[src/hw/rtl/mcpg_pkg.sv]
// ----------------------------------------------------------------------------
// mcpg_pkg
// types and constants shared by the midpoint circle pixel generator
// ----------------------------------------------------------------------------
`default_nettype none

package mcpg_pkg;

  localparam int COORD_BITS = 10;
  localparam int MAX_RADIUS = 10;
  localparam int RAD_BITS   = 4;
  localparam int PIX_BITS   = 12;
  localparam int STEP_BITS  = RAD_BITS + 1;
  localparam int DEC_BITS   = 8;

  localparam int QUEUE_DEPTH = 2;
  localparam int QPTR_BITS   = 1;
  localparam int QCNT_BITS   = 2;

  localparam logic signed [PIX_BITS-1:0] PIX_MIN = -PIX_BITS'(MAX_RADIUS);
  localparam logic signed [PIX_BITS-1:0] PIX_MAX =
    PIX_BITS'((2 ** COORD_BITS) - 1 + MAX_RADIUS);

  typedef struct packed {
    logic [COORD_BITS-1:0] center_x;
    logic [COORD_BITS-1:0] center_y;
    logic [RAD_BITS-1:0]   circle_radius;
  } cmd_t;

  typedef struct packed {
    logic signed [PIX_BITS-1:0] pixel_x;
    logic signed [PIX_BITS-1:0] pixel_y;
    logic                       last_pixel;
  } pix_t;

  typedef struct packed {
    logic [COORD_BITS-1:0] cx;
    logic [COORD_BITS-1:0] cy;
    logic [RAD_BITS-1:0]   radius;
  } job_t;

  typedef struct packed {
    logic full;
    logic empty;
  } q_stat_t;

  typedef enum logic [2:0] {
    OCT_XP_YP = 3'd0,
    OCT_XP_YM = 3'd1,
    OCT_XM_YM = 3'd2,
    OCT_XM_YP = 3'd3,
    OCT_YP_XP = 3'd4,
    OCT_YP_XM = 3'd5,
    OCT_YM_XM = 3'd6,
    OCT_YM_XP = 3'd7
  } oct_t;

endpackage

`default_nettype wire

[src/hw/rtl/mcpg_front.sv]
// ----------------------------------------------------------------------------
// mcpg_front
// takes circle commands, saturates the radius and pushes them to the queue
// ----------------------------------------------------------------------------
`default_nettype none

module mcpg_front (
  input  wire              cmd_valid,
  output logic             cmd_stall,
  input  mcpg_pkg::cmd_t   cmd,
  input  mcpg_pkg::q_stat_t q_stat,
  output logic             push,
  output mcpg_pkg::job_t   push_job
);
  import mcpg_pkg::*;

  always_comb begin
    cmd_stall       = q_stat.full;
    push            = cmd_valid && !q_stat.full;
    push_job.cx     = cmd.center_x;
    push_job.cy     = cmd.center_y;
    if (cmd.circle_radius > RAD_BITS'(MAX_RADIUS)) begin
      push_job.radius = RAD_BITS'(MAX_RADIUS);
    end else begin
      push_job.radius = cmd.circle_radius;
    end
  end

endmodule

`default_nettype wire

[src/hw/rtl/mcpg_cmd_queue.sv]
// ----------------------------------------------------------------------------
// mcpg_cmd_queue
// short register queue between the command front and the pixel engine
// ----------------------------------------------------------------------------
`default_nettype none

module mcpg_cmd_queue (
  input  wire               clk,
  input  wire               rst,
  input  wire               push,
  input  mcpg_pkg::job_t    push_job,
  input  wire               pop,
  output mcpg_pkg::job_t    pop_job,
  output mcpg_pkg::q_stat_t q_stat
);
  import mcpg_pkg::*;

  job_t                 entries [QUEUE_DEPTH];
  logic [QPTR_BITS-1:0] wr_ptr;
  logic [QPTR_BITS-1:0] rd_ptr;
  logic [QCNT_BITS-1:0] count;

  logic do_push;
  logic do_pop;

  always_comb begin
    q_stat.full  = (count == QCNT_BITS'(QUEUE_DEPTH));
    q_stat.empty = (count == '0);
    do_push      = push && !q_stat.full;
    do_pop       = pop && !q_stat.empty;
    pop_job      = entries[rd_ptr];
  end

  always_ff @(posedge clk) begin
    if (do_push) begin
      entries[wr_ptr] <= push_job;
    end
  end

  always_ff @(posedge clk) begin
    if (rst) begin
      wr_ptr <= '0;
      rd_ptr <= '0;
      count  <= '0;
    end else begin
      if (do_push) begin
        wr_ptr <= wr_ptr + 1'b1;
      end
      if (do_pop) begin
        rd_ptr <= rd_ptr + 1'b1;
      end
      case ({do_push, do_pop})
        2'b10:   count <= count + 1'b1;
        2'b01:   count <= count - 1'b1;
        default: count <= count;
      endcase
    end
  end

endmodule

`default_nettype wire

[src/hw/rtl/mcpg_back.sv]
// ----------------------------------------------------------------------------
// mcpg_back
// midpoint circle engine: one pixel per cycle while the output is not stalled, into an output register
// ----------------------------------------------------------------------------
`default_nettype none

module mcpg_back (
  input  wire               clk,
  input  wire               rst,
  input  mcpg_pkg::q_stat_t q_stat,
  input  mcpg_pkg::job_t    pop_job,
  output logic              pop,
  output logic              pix_valid,
  input  wire               pix_stall,
  output mcpg_pkg::pix_t    pix
);
  import mcpg_pkg::*;

  logic                        busy;
  logic [COORD_BITS-1:0]       held_cx;
  logic [COORD_BITS-1:0]       held_cy;
  logic signed [STEP_BITS-1:0] step_x;
  logic signed [STEP_BITS-1:0] step_y;
  logic signed [DEC_BITS-1:0]  decision_value;
  oct_t                        octant_index;

  logic                        advance;
  logic signed [PIX_BITS-1:0]  ecx, ecy, ex, ey;
  logic signed [PIX_BITS-1:0]  px, py;
  logic signed [STEP_BITS-1:0] x_next, y_next;
  logic signed [DEC_BITS-1:0]  d_next;
  logic signed [DEC_BITS-1:0]  dx, dy;
  logic                        last;

  always_comb begin
    advance = !pix_valid || !pix_stall;
    pop     = !busy && !q_stat.empty;
    ecx     = PIX_BITS'(held_cx);
    ecy     = PIX_BITS'(held_cy);
    ex      = PIX_BITS'(step_x);
    ey      = PIX_BITS'(step_y);
    dx      = DEC_BITS'(step_x);
    dy      = DEC_BITS'(step_y);

    unique case (octant_index)
      OCT_XP_YP: begin px = ecx + ex; py = ecy + ey; end
      OCT_XP_YM: begin px = ecx + ex; py = ecy - ey; end
      OCT_XM_YM: begin px = ecx - ex; py = ecy - ey; end
      OCT_XM_YP: begin px = ecx - ex; py = ecy + ey; end
      OCT_YP_XP: begin px = ecx + ey; py = ecy + ex; end
      OCT_YP_XM: begin px = ecx + ey; py = ecy - ex; end
      OCT_YM_XM: begin px = ecx - ey; py = ecy - ex; end
      OCT_YM_XP: begin px = ecx - ey; py = ecy + ex; end
      default:   begin px = ecx;      py = ecy;      end
    endcase

    x_next = step_x + STEP_BITS'(1);
    if (decision_value < 0) begin
      d_next = decision_value + (dx <<< 2) + DEC_BITS'(6);
      y_next = step_y;
    end else begin
      d_next = decision_value + ((dx - dy) <<< 2) + DEC_BITS'(10);
      y_next = step_y - STEP_BITS'(1);
    end
    last = (octant_index == OCT_YM_XP) && (x_next > y_next);
  end

  always_ff @(posedge clk) begin
    if (advance && busy) begin
      pix.pixel_x    <= px;
      pix.pixel_y    <= py;
      pix.last_pixel <= last;
    end
  end

  always_ff @(posedge clk) begin
    if (rst) begin
      busy           <= 1'b0;
      pix_valid      <= 1'b0;
      held_cx        <= '0;
      held_cy        <= '0;
      step_x         <= '0;
      step_y         <= '0;
      decision_value <= '0;
      octant_index   <= OCT_XP_YP;
    end else begin
      if (advance) begin
        pix_valid <= busy;
      end
      if (pop) begin
        busy           <= 1'b1;
        held_cx        <= pop_job.cx;
        held_cy        <= pop_job.cy;
        step_x         <= '0;
        step_y         <= STEP_BITS'(pop_job.radius);
        decision_value <= DEC_BITS'(3) - DEC_BITS'({pop_job.radius, 1'b0});
        octant_index   <= OCT_XP_YP;
      end else if (busy && advance) begin
        octant_index <= oct_t'(octant_index + 3'd1);
        if (octant_index == OCT_YM_XP) begin
          step_x         <= x_next;
          step_y         <= y_next;
          decision_value <= d_next;
          if (last) begin
            busy <= 1'b0;
          end
        end
      end
    end
  end

endmodule

`default_nettype wire

[src/hw/rtl/midpoint_circle_pixel_generator.sv]
// a command accepted by the front goes through the queue and the engine state registers
// before its first pixel beat is registered; the engine gives 8 pixel beats per midpoint
//   step plus a load step per circle, one pixel per cycle while the output is not stalled
// a two-entry command queue lets the front accept while the engine draws
// reset: synchronous, clears the queue, the engine state and the output valid
// ----------------------------------------------------------------------------
// midpoint_circle_pixel_generator
// circle commands in, midpoint circle pixels out in eight-way symmetric order
// ----------------------------------------------------------------------------
`default_nettype none

module midpoint_circle_pixel_generator (
  input  wire            clk,
  input  wire            rst,
  input  wire            cmd_valid,
  output logic           cmd_stall,
  input  mcpg_pkg::cmd_t cmd,
  output logic           pix_valid,
  input  wire            pix_stall,
  output mcpg_pkg::pix_t pix
);
  import mcpg_pkg::*;

  q_stat_t q_stat;
  logic    push;
  job_t    push_job;
  logic    pop;
  job_t    pop_job;

  mcpg_front u_front (
    .cmd_valid (cmd_valid),
    .cmd_stall (cmd_stall),
    .cmd       (cmd),
    .q_stat    (q_stat),
    .push      (push),
    .push_job  (push_job)
  );

  mcpg_cmd_queue u_queue (
    .clk      (clk),
    .rst      (rst),
    .push     (push),
    .push_job (push_job),
    .pop      (pop),
    .pop_job  (pop_job),
    .q_stat   (q_stat)
  );

  mcpg_back u_back (
    .clk       (clk),
    .rst       (rst),
    .q_stat    (q_stat),
    .pop_job   (pop_job),
    .pop       (pop),
    .pix_valid (pix_valid),
    .pix_stall (pix_stall),
    .pix       (pix)
  );

endmodule

`default_nettype wire

[config.mk]
export PLATFORM = sky130hd
export DESIGN_NAME = midpoint_circle_pixel_generator
export DESIGN_NICKNAME = d
export VERILOG_FILES = /design/src/hw/rtl/mcpg_pkg.sv /design/src/hw/rtl/mcpg_front.sv /design/src/hw/rtl/mcpg_cmd_queue.sv /design/src/hw/rtl/mcpg_back.sv /design/src/hw/rtl/midpoint_circle_pixel_generator.sv
export SDC_FILE = /design/constraint.sdc
export NUM_CORES = 1
export LEC_CHECK = 0
export BUFFER_PORTS_ARGS = -buffer_cell sky130_fd_sc_hd__buf_2
export CORE_MARGIN = 2
export CORE_UTILIZATION = 55
export DETAILED_ROUTE_END_ITERATION = 10
export GPL_TIMING_DRIVEN = 0
export PLACE_DENSITY_LB_ADDON = 0.1
export SETUP_SLACK_MARGIN = 0.15
export SYNTH_ARGS = -nofsm -noshare
export SYNTH_HDL_FRONTEND = slang
export SYNTH_SLANG_ARGS = --single-unit
export TNS_END_PERCENT = 30
[constraint.sdc]
create_clock -name clk -period 4.6 [get_ports clk]
set_input_delay 1.15 -clock clk [delete_from_list [all_inputs] [get_ports clk]]
set_output_delay 1.15 -clock clk [all_outputs]
set_load 0.02 [all_outputs]
# After elaboration in Yosys (flattened, before gate mapping)
# Memory sizes are Yosys's and may differ from the RTL's. A register that Yosys moved wholly into a read port is not among the register bits.
# Cells that the tools add are included.
[word_totals]
reg_bits = 72
mem_bits_rw = 48
input_bits = 28
out_inout_bits = 27
memories = 1
[memory_table]
columns = ["name", "depth", "word_bits", "rd", "rd_clocked_by_memory_dff", "wr", "line_no", "rtl"]
rows = [
  ["u_queue.entries", 2, 24, 1, 1, 1, "mcpg_cmd_queue.sv:18", "job_t entries [QUEUE_DEPTH];"],
]
[op_classes]
n_addsub = 21
order_cmp = 3
eq_ne = 10
n_mux = 20
n_reduce_logical = 30
[ops]
columns = ["op", "n"]
rows = [
  ["$pmux 12 s4", 2],
  ["$add 11x5->12", 4],
  ["$sub 11x5->12", 4],
  ["$mux 8", 4],
  ["$reduce_or 2->1", 9],
  ["$mux 4", 4],
  ["$eq 3x3->1 const B", 4],
  ["$add 8x4->8 const B", 1],
  ["$add 8x5->8 const B", 1],
  ["$add 8x7->8", 1],
  ["$add 8x8->8", 1],
  ["$lt 8x1->1 const B", 1],
  ["$mux 1", 8],
  ["$reduce_bool 2->1", 4],
  ["$eq 3x2->1 const B", 2],
  ["$logic_and 1x1->1", 6],
  ["$sub 2x5->6 const A", 1],
  ["$sub 5x5->6", 1],
  ["$add 5x2->5 const B", 1],
  ["$gt 5x5->1", 1],
  ["$logic_not 1->1", 5],
  ["$mux 5", 1],
  ["$sub 5x2->5 const B", 1],
  ["$eq 2x2->1 const B", 2],
  ["other kinds (13)", 15],
]

# Depth between registers and ports, before layout
[logic_depth]
word_depth = 8
depth_mapped = 16
depth_no_buf = 15

# Cells and area by module
# A second synthesis with hierarchy kept.
[unflattened]
cells_unflattened = 700
area_unflattened_um2 = 7156.9
[modules_own_cells]
columns = ["module", "n_inst", "cells_each", "area_per_inst_um2", "seq_area_each_um2"]
rows = [
  ["mcpg_back", 1, 572, 5011.1, 1591.5],
  ["mcpg_cmd_queue", 1, 101, 1949.4, 1541.5],
  ["mcpg_front", 1, 27, 196.4, 0.0],
]

# Worst setup path before layout
# Ideal clock, no wire load.
[synth_timing]
path_kind = "register to register"
from = "register u_back.octant_index[1]"
to = "register, netlist name u_back.pix[10]"
setup_ns = 0.258
t_arrival_ns = 3.490
t_required_ns = 4.342
path_slack_ns = 0.853
path_stages_with_launch = 16
n_path_buf = 2
path_cell_list = "dfxtp_1 > clkbuf_1 > inv_1 > ha_1 > nor2_2 > nor2_4 > or4_1 > buf_2 > o311ai_0 > ha_1 > o21a_1 > a2111oi_4 > o21bai_1 > a21o_1 > a21oi_2 > xnor2_1"
[synth_via]
elab_chain_cells = 3
elab_cells_between_ends = 13
[synth_lines]
columns = ["element", "line_no", "rtl"]
rows = [
  ["start, declared", "mcpg_back.sv:25", "oct_t octant_index;"],
  ["start signal, assigned", "mcpg_back.sv:99", "octant_index <= oct_t'(octant_index + 3'd1);"],
  ["$eq 3x3->1, or another cell as far along", "mcpg_back.sv:45", "unique case (octant_index)"],
  ["$reduce_or 2->1 (no source line)", "--", ""],
  ["$pmux 12 s4 (*)", "mcpg_back.sv:45", ""],
  ["named net u_back.py[9]", "mcpg_back.sv:29", "logic signed [PIX_BITS-1:0] px, py;"],
]
# Mark *: on every way through the listed nets, which the timed path passes. The rest lies on a longest branch.
# A chain may end at the register's enable or synchronous reset.

# Worst setup path after layout
[layout_timing]
from = "register u_back.octant_index[1]"
to = "register, netlist name u_back.pix[10]"
[layout_via]
elab_chain_cells = 3
elab_cells_between_ends = 13
[layout_lines]
columns = ["element", "line_no"]
rows = [
  ["$eq 3x3->1, or another cell as far along", "mcpg_back.sv:45"],
  ["$reduce_or 2->1 (no source line)", "--"],
  ["$pmux 12 s4 (*)", "mcpg_back.sv:45"],
  ["named net u_back.py[9]", "mcpg_back.sv:29"],
]
# Marked as above.

==> impl_summary.txt <==
----------------------------------------------------
[Outcome]
  Result of the run ... finished clean

[GRT]
  Pin count of the biggest net entering global routing ... 33
  Global-route usage over all layers ... between 20% and 30%
  Wire length of the first global-routing pass ... 24600 um
  Total congestion overflow ... 0
  Via count of the first global-routing pass ... 4992
  Number of antenna violations at the first check in global routing ... 0

[Min path]
  Start point of the worst min-delay path ... u_queue.count[1]$_SDFFE_PP0P_
  Min-delay worst type ... register to register
  Worst-case hold path end point ... u_queue.count[1]$_SDFFE_PP0P_
  Worst hold stages ... 2

[Synthesis]
  Synthesized area per cell ... ~11 um^2
  Gate count of the mapped netlist ... 648
  Most common flop cell mapped by yosys ... edfxtp_1
  Count of distinct cell types in the synthesized netlist ... 64
  Post-synthesis sequential area ratio ... 45.2%
  Netlist area before placement ... 0.00692 mm^2
  Share of flip-flops with an asynchronous set or reset ... 0%
  Register bit count reported by yosys ... 120
  EDFF count, synth ... 73
  Net count after synthesis ... 747
  Warnings from Yosys ... 0

[STA]
  Unrepaired setup endpoints after global routing ... no
  Relative slew slack ... a little under a quarter
  Transition time of the tightest slew-check pin ... 1.15 ns
  Setup Viol. Count Final ... 0
  Skew final ... between 0.01 and 0.015 ns
  Final critical delay including setup and external delays ... 4.22 ns
  Worst slack on hold paths ... 0.509 ns
  Final hold violation count ... 0
  Final worst path period share ... 91.7%
  Final setup TNS ... 0 ns
  Number of max-slew violations in the final report ... 0
  Maximum clock frequency ... 237 MHz

[Clock tree]
  Number of buffers created by CTS ... 17
  Root Driver ... clkbuf_16
  H-tree depth ... 4
  Clock transition time at the flip-flop clock pins of the worst setup and hold paths ... 0.06 ns
  Number of setup buffers added after CTS ... 0
  Num Clock Sinks ... 120
  Clock Path Buffers ... 2
  Number of hold buffers added after CTS ... 0
  Clk_lat worst skew ... 0.42 ns
  TritonCTS clock tree ... yes

[Detailed routing]
  DR pass1 iterations ... 5
  Drt drc ... 0
  Post-detailed-route count of antenna-violating nets ... 0
  Total via count in the routed design ... 5142
  Vias per inst ... between 5 and 6
  Total wire length after detailed routing ... 15100 um
  Per-cell routed wire length ... 16.7 um
  Starting DRT DRC Count ... 375

[Final layout]
  Area added between synthesis and finish ... 16.7%
  Final Non-Filler Cells ... 904
  Most frequent cells in the layout ... edfxtp_1, nor2_1, buf_2, ha_1, dfxtp_1
  Antenna Diode Count ... 0
  Layout cells sized above 1 ... between 15 and 20%
  Post-layout nets ... roughly 800
  Leading cell type in the layout, fill and taps excluded ... edfxtp_1

[Critical path]
  Critical Path RT ... around 4.8 ns
  Worst Reg2Reg Path Length in Cells ... 15
  Sort of element at the end of the critical path ... register
  CP Launch Type ... register
  Largest driver fanout on the critical path ... 10
  Worst path arrival time ... 4.37 ns
  Terminus of the critical flop-to-flop path ... u_back.pix[10]$_DFFE_PP_
  Critical R2R Launch ... u_back.octant_index[1]$_SDFFE_PP0P_
  Worst Path Class, Setup ... register to register
  Minimum setup slack among reg-to-reg paths ... 0.38 ns

[Die]
  Cell row count ... 40
  Vert. Die Dim ... 116 um
  Horizontal die dimension ... ~120 um
  Std-Cell Core Area ... 0.0122 mm^2
  I/O pin count ... 55
  Starting density of the core ... a little under three fifths
  Floorplan die area ... between 0.01 and 0.015 mm^2

[Placement]
  Global placer's final weighted congestion ... around 0.91
  Count of buffers from port buffering ... 54
  DP HPWL ... ~11000 um
  Placed cell count ... 872

[Power]
  Maximum vdd drop ... 0.393 mV
  Static Leak ... 3.32 nW
  Power Density ... 700 mW/mm^2

[Run]
  Max-cap check violation count ... 0

----------------------------------------------------
-- critical path, stage by stage (launching register included) --
cell,delay (ns)
dfxtp_1,0.48
clkbuf_2,0.29
inv_1,0.15
ha_1,0.23
nor2_2,0.16
nor2_4,0.09
or4_1,0.39
buf_2,0.19
o311ai_1,0.36
ha_1,0.36
o21a_1,0.26
a2111oi_4,0.38
o21bai_1,0.15
a21o_1,0.20
a21oi_2,0.15
xnor2_1,0.11
-- cells by family (layout without fill, tap and decap cells) --
group / count (synthesis) / in the layout / synth area share (%)
xor gates and xnor gates: 44 / 44 / 5.57
muxes: 32 / 32 / 4.84
AOI/OAI and AO/OA: 164 / 164 / 16.5
and+or+nand+nor: 157 / 157 / 10.8
adders and majority gates: 71 / 71 / 13.4
DFF: 120 / 120 / 45.2
buffers and inverters: 60 / 148 / 3.63
-- power by group --
part / total [mW] / switching (mW) / internal [mW]
Combinational: 2.62 / 1.54 / 1.08
Clock: 1.34 / 0.498 / 0.846
Sequential: 1.69 / 0.155 / 1.54
-- state kept, by name, summed over array words and instances, names as in the netlist, named ones only --
name / count
u_back.step_x: 5
u_back.step_y: 5
u_back.held_cy: 10
u_queue.count: 2
u_queue.entries: 48
u_back.busy: 1
u_back.octant_index: 3
u_back.decision_value: 7
u_back.pix: 25
u_queue.wr_ptr: 1
u_back.pix_valid: 1
u_back.held_cx: 10
u_queue.rd_ptr: 1
-- layer usage --
layer	vias to the layer above	GRT usage, %	part of all wire [%]
met3	18	5.29	4.9
met1	2443	32.4	47
met5	-	0	0
met4	0	9.13	1.7
met2	142	38.3	46
li1	2539	-	-
-- per-stage QoR --
step	worst slack [ns]	instance area [um^2]	utilization [%]	total power, mW
after detailed placement	0.0431	7460	61.4	4.31
final	0.381	8080	66.4	5.66
after global placement	0.0754	7400	60.9	4.18
after floorplan	0.853	6920	-	3.63
after global routing	0.158	8080	66.4	6.06
after CTS	0.245	8080	66.4	5.67
-- worst max-delay path by stage --
stage,startpoint,to,slack [ns],cells past startpoint
after floorplan,u_back.octant_index[1]$_SDFFE_PP0P_,u_back.pix[10]$_DFFE_PP_,0.85,15
after global placement,u_back.octant_index[1]$_SDFFE_PP0P_,u_back.pix[10]$_DFFE_PP_,0.08,16
after detailed placement,u_back.octant_index[1]$_SDFFE_PP0P_,u_back.pix[10]$_DFFE_PP_,0.04,16
after CTS,u_back.octant_index[1]$_SDFFE_PP0P_,u_back.pix[10]$_DFFE_PP_,0.24,15
after global routing,u_back.octant_index[1]$_SDFFE_PP0P_,u_back.pix[10]$_DFFE_PP_,0.16,15
final,u_back.octant_index[1]$_SDFFE_PP0P_,u_back.pix[10]$_DFFE_PP_,0.38,15
-- timing repair --
item | in CTS | in global routing
gates resized for setup | 2 | 1
gates cloned | 0 | 0
setup endpoints to repair | 2 | 2
-- synthesized netlist by cell type (3+ instances only) --
cell	n	area, um^2
clkbuf_1	13	48.8
xnor2_1	28	245
inv_1	29	109
fa_1	5	100
ha_1	66	826
nand2b_1	4	25.0
a21oi_1	38	190
edfxtp_1	73	2190
o21a_1	12	90.1
dfxtp_1	47	941
and3_1	4	25.0
o21bai_1	3	22.5
a211oi_1	34	255
a31oi_1	4	25.0
nor3_1	13	65.1
and2_1	5	31.3
o21ai_0	25	125
nor4_1	4	25.0
nand3_1	5	25.0
nor2b_1	9	56.3
buf_2	12	60.1
a21o_1	14	105
or3_1	4	25.0
nor2_1	73	274
nand2_1	25	93.8
mux2i_1	29	290
xor2_1	16	140
o221ai_1	3	26.3
-- cell type report --
class / count / area, um^2
buffer: 29 / 136
clock buffer: 22 / 507
clock inverter: 10 / 104
fill: 906 / 4080
inverter: 31 / 116
multi-input combinational: 468 / 3560
sequential: 120 / 3130
tap: 168 / 210
timing repair buffer: 56 / 318
Note: power is estimated with default switching activity, not from simulation.
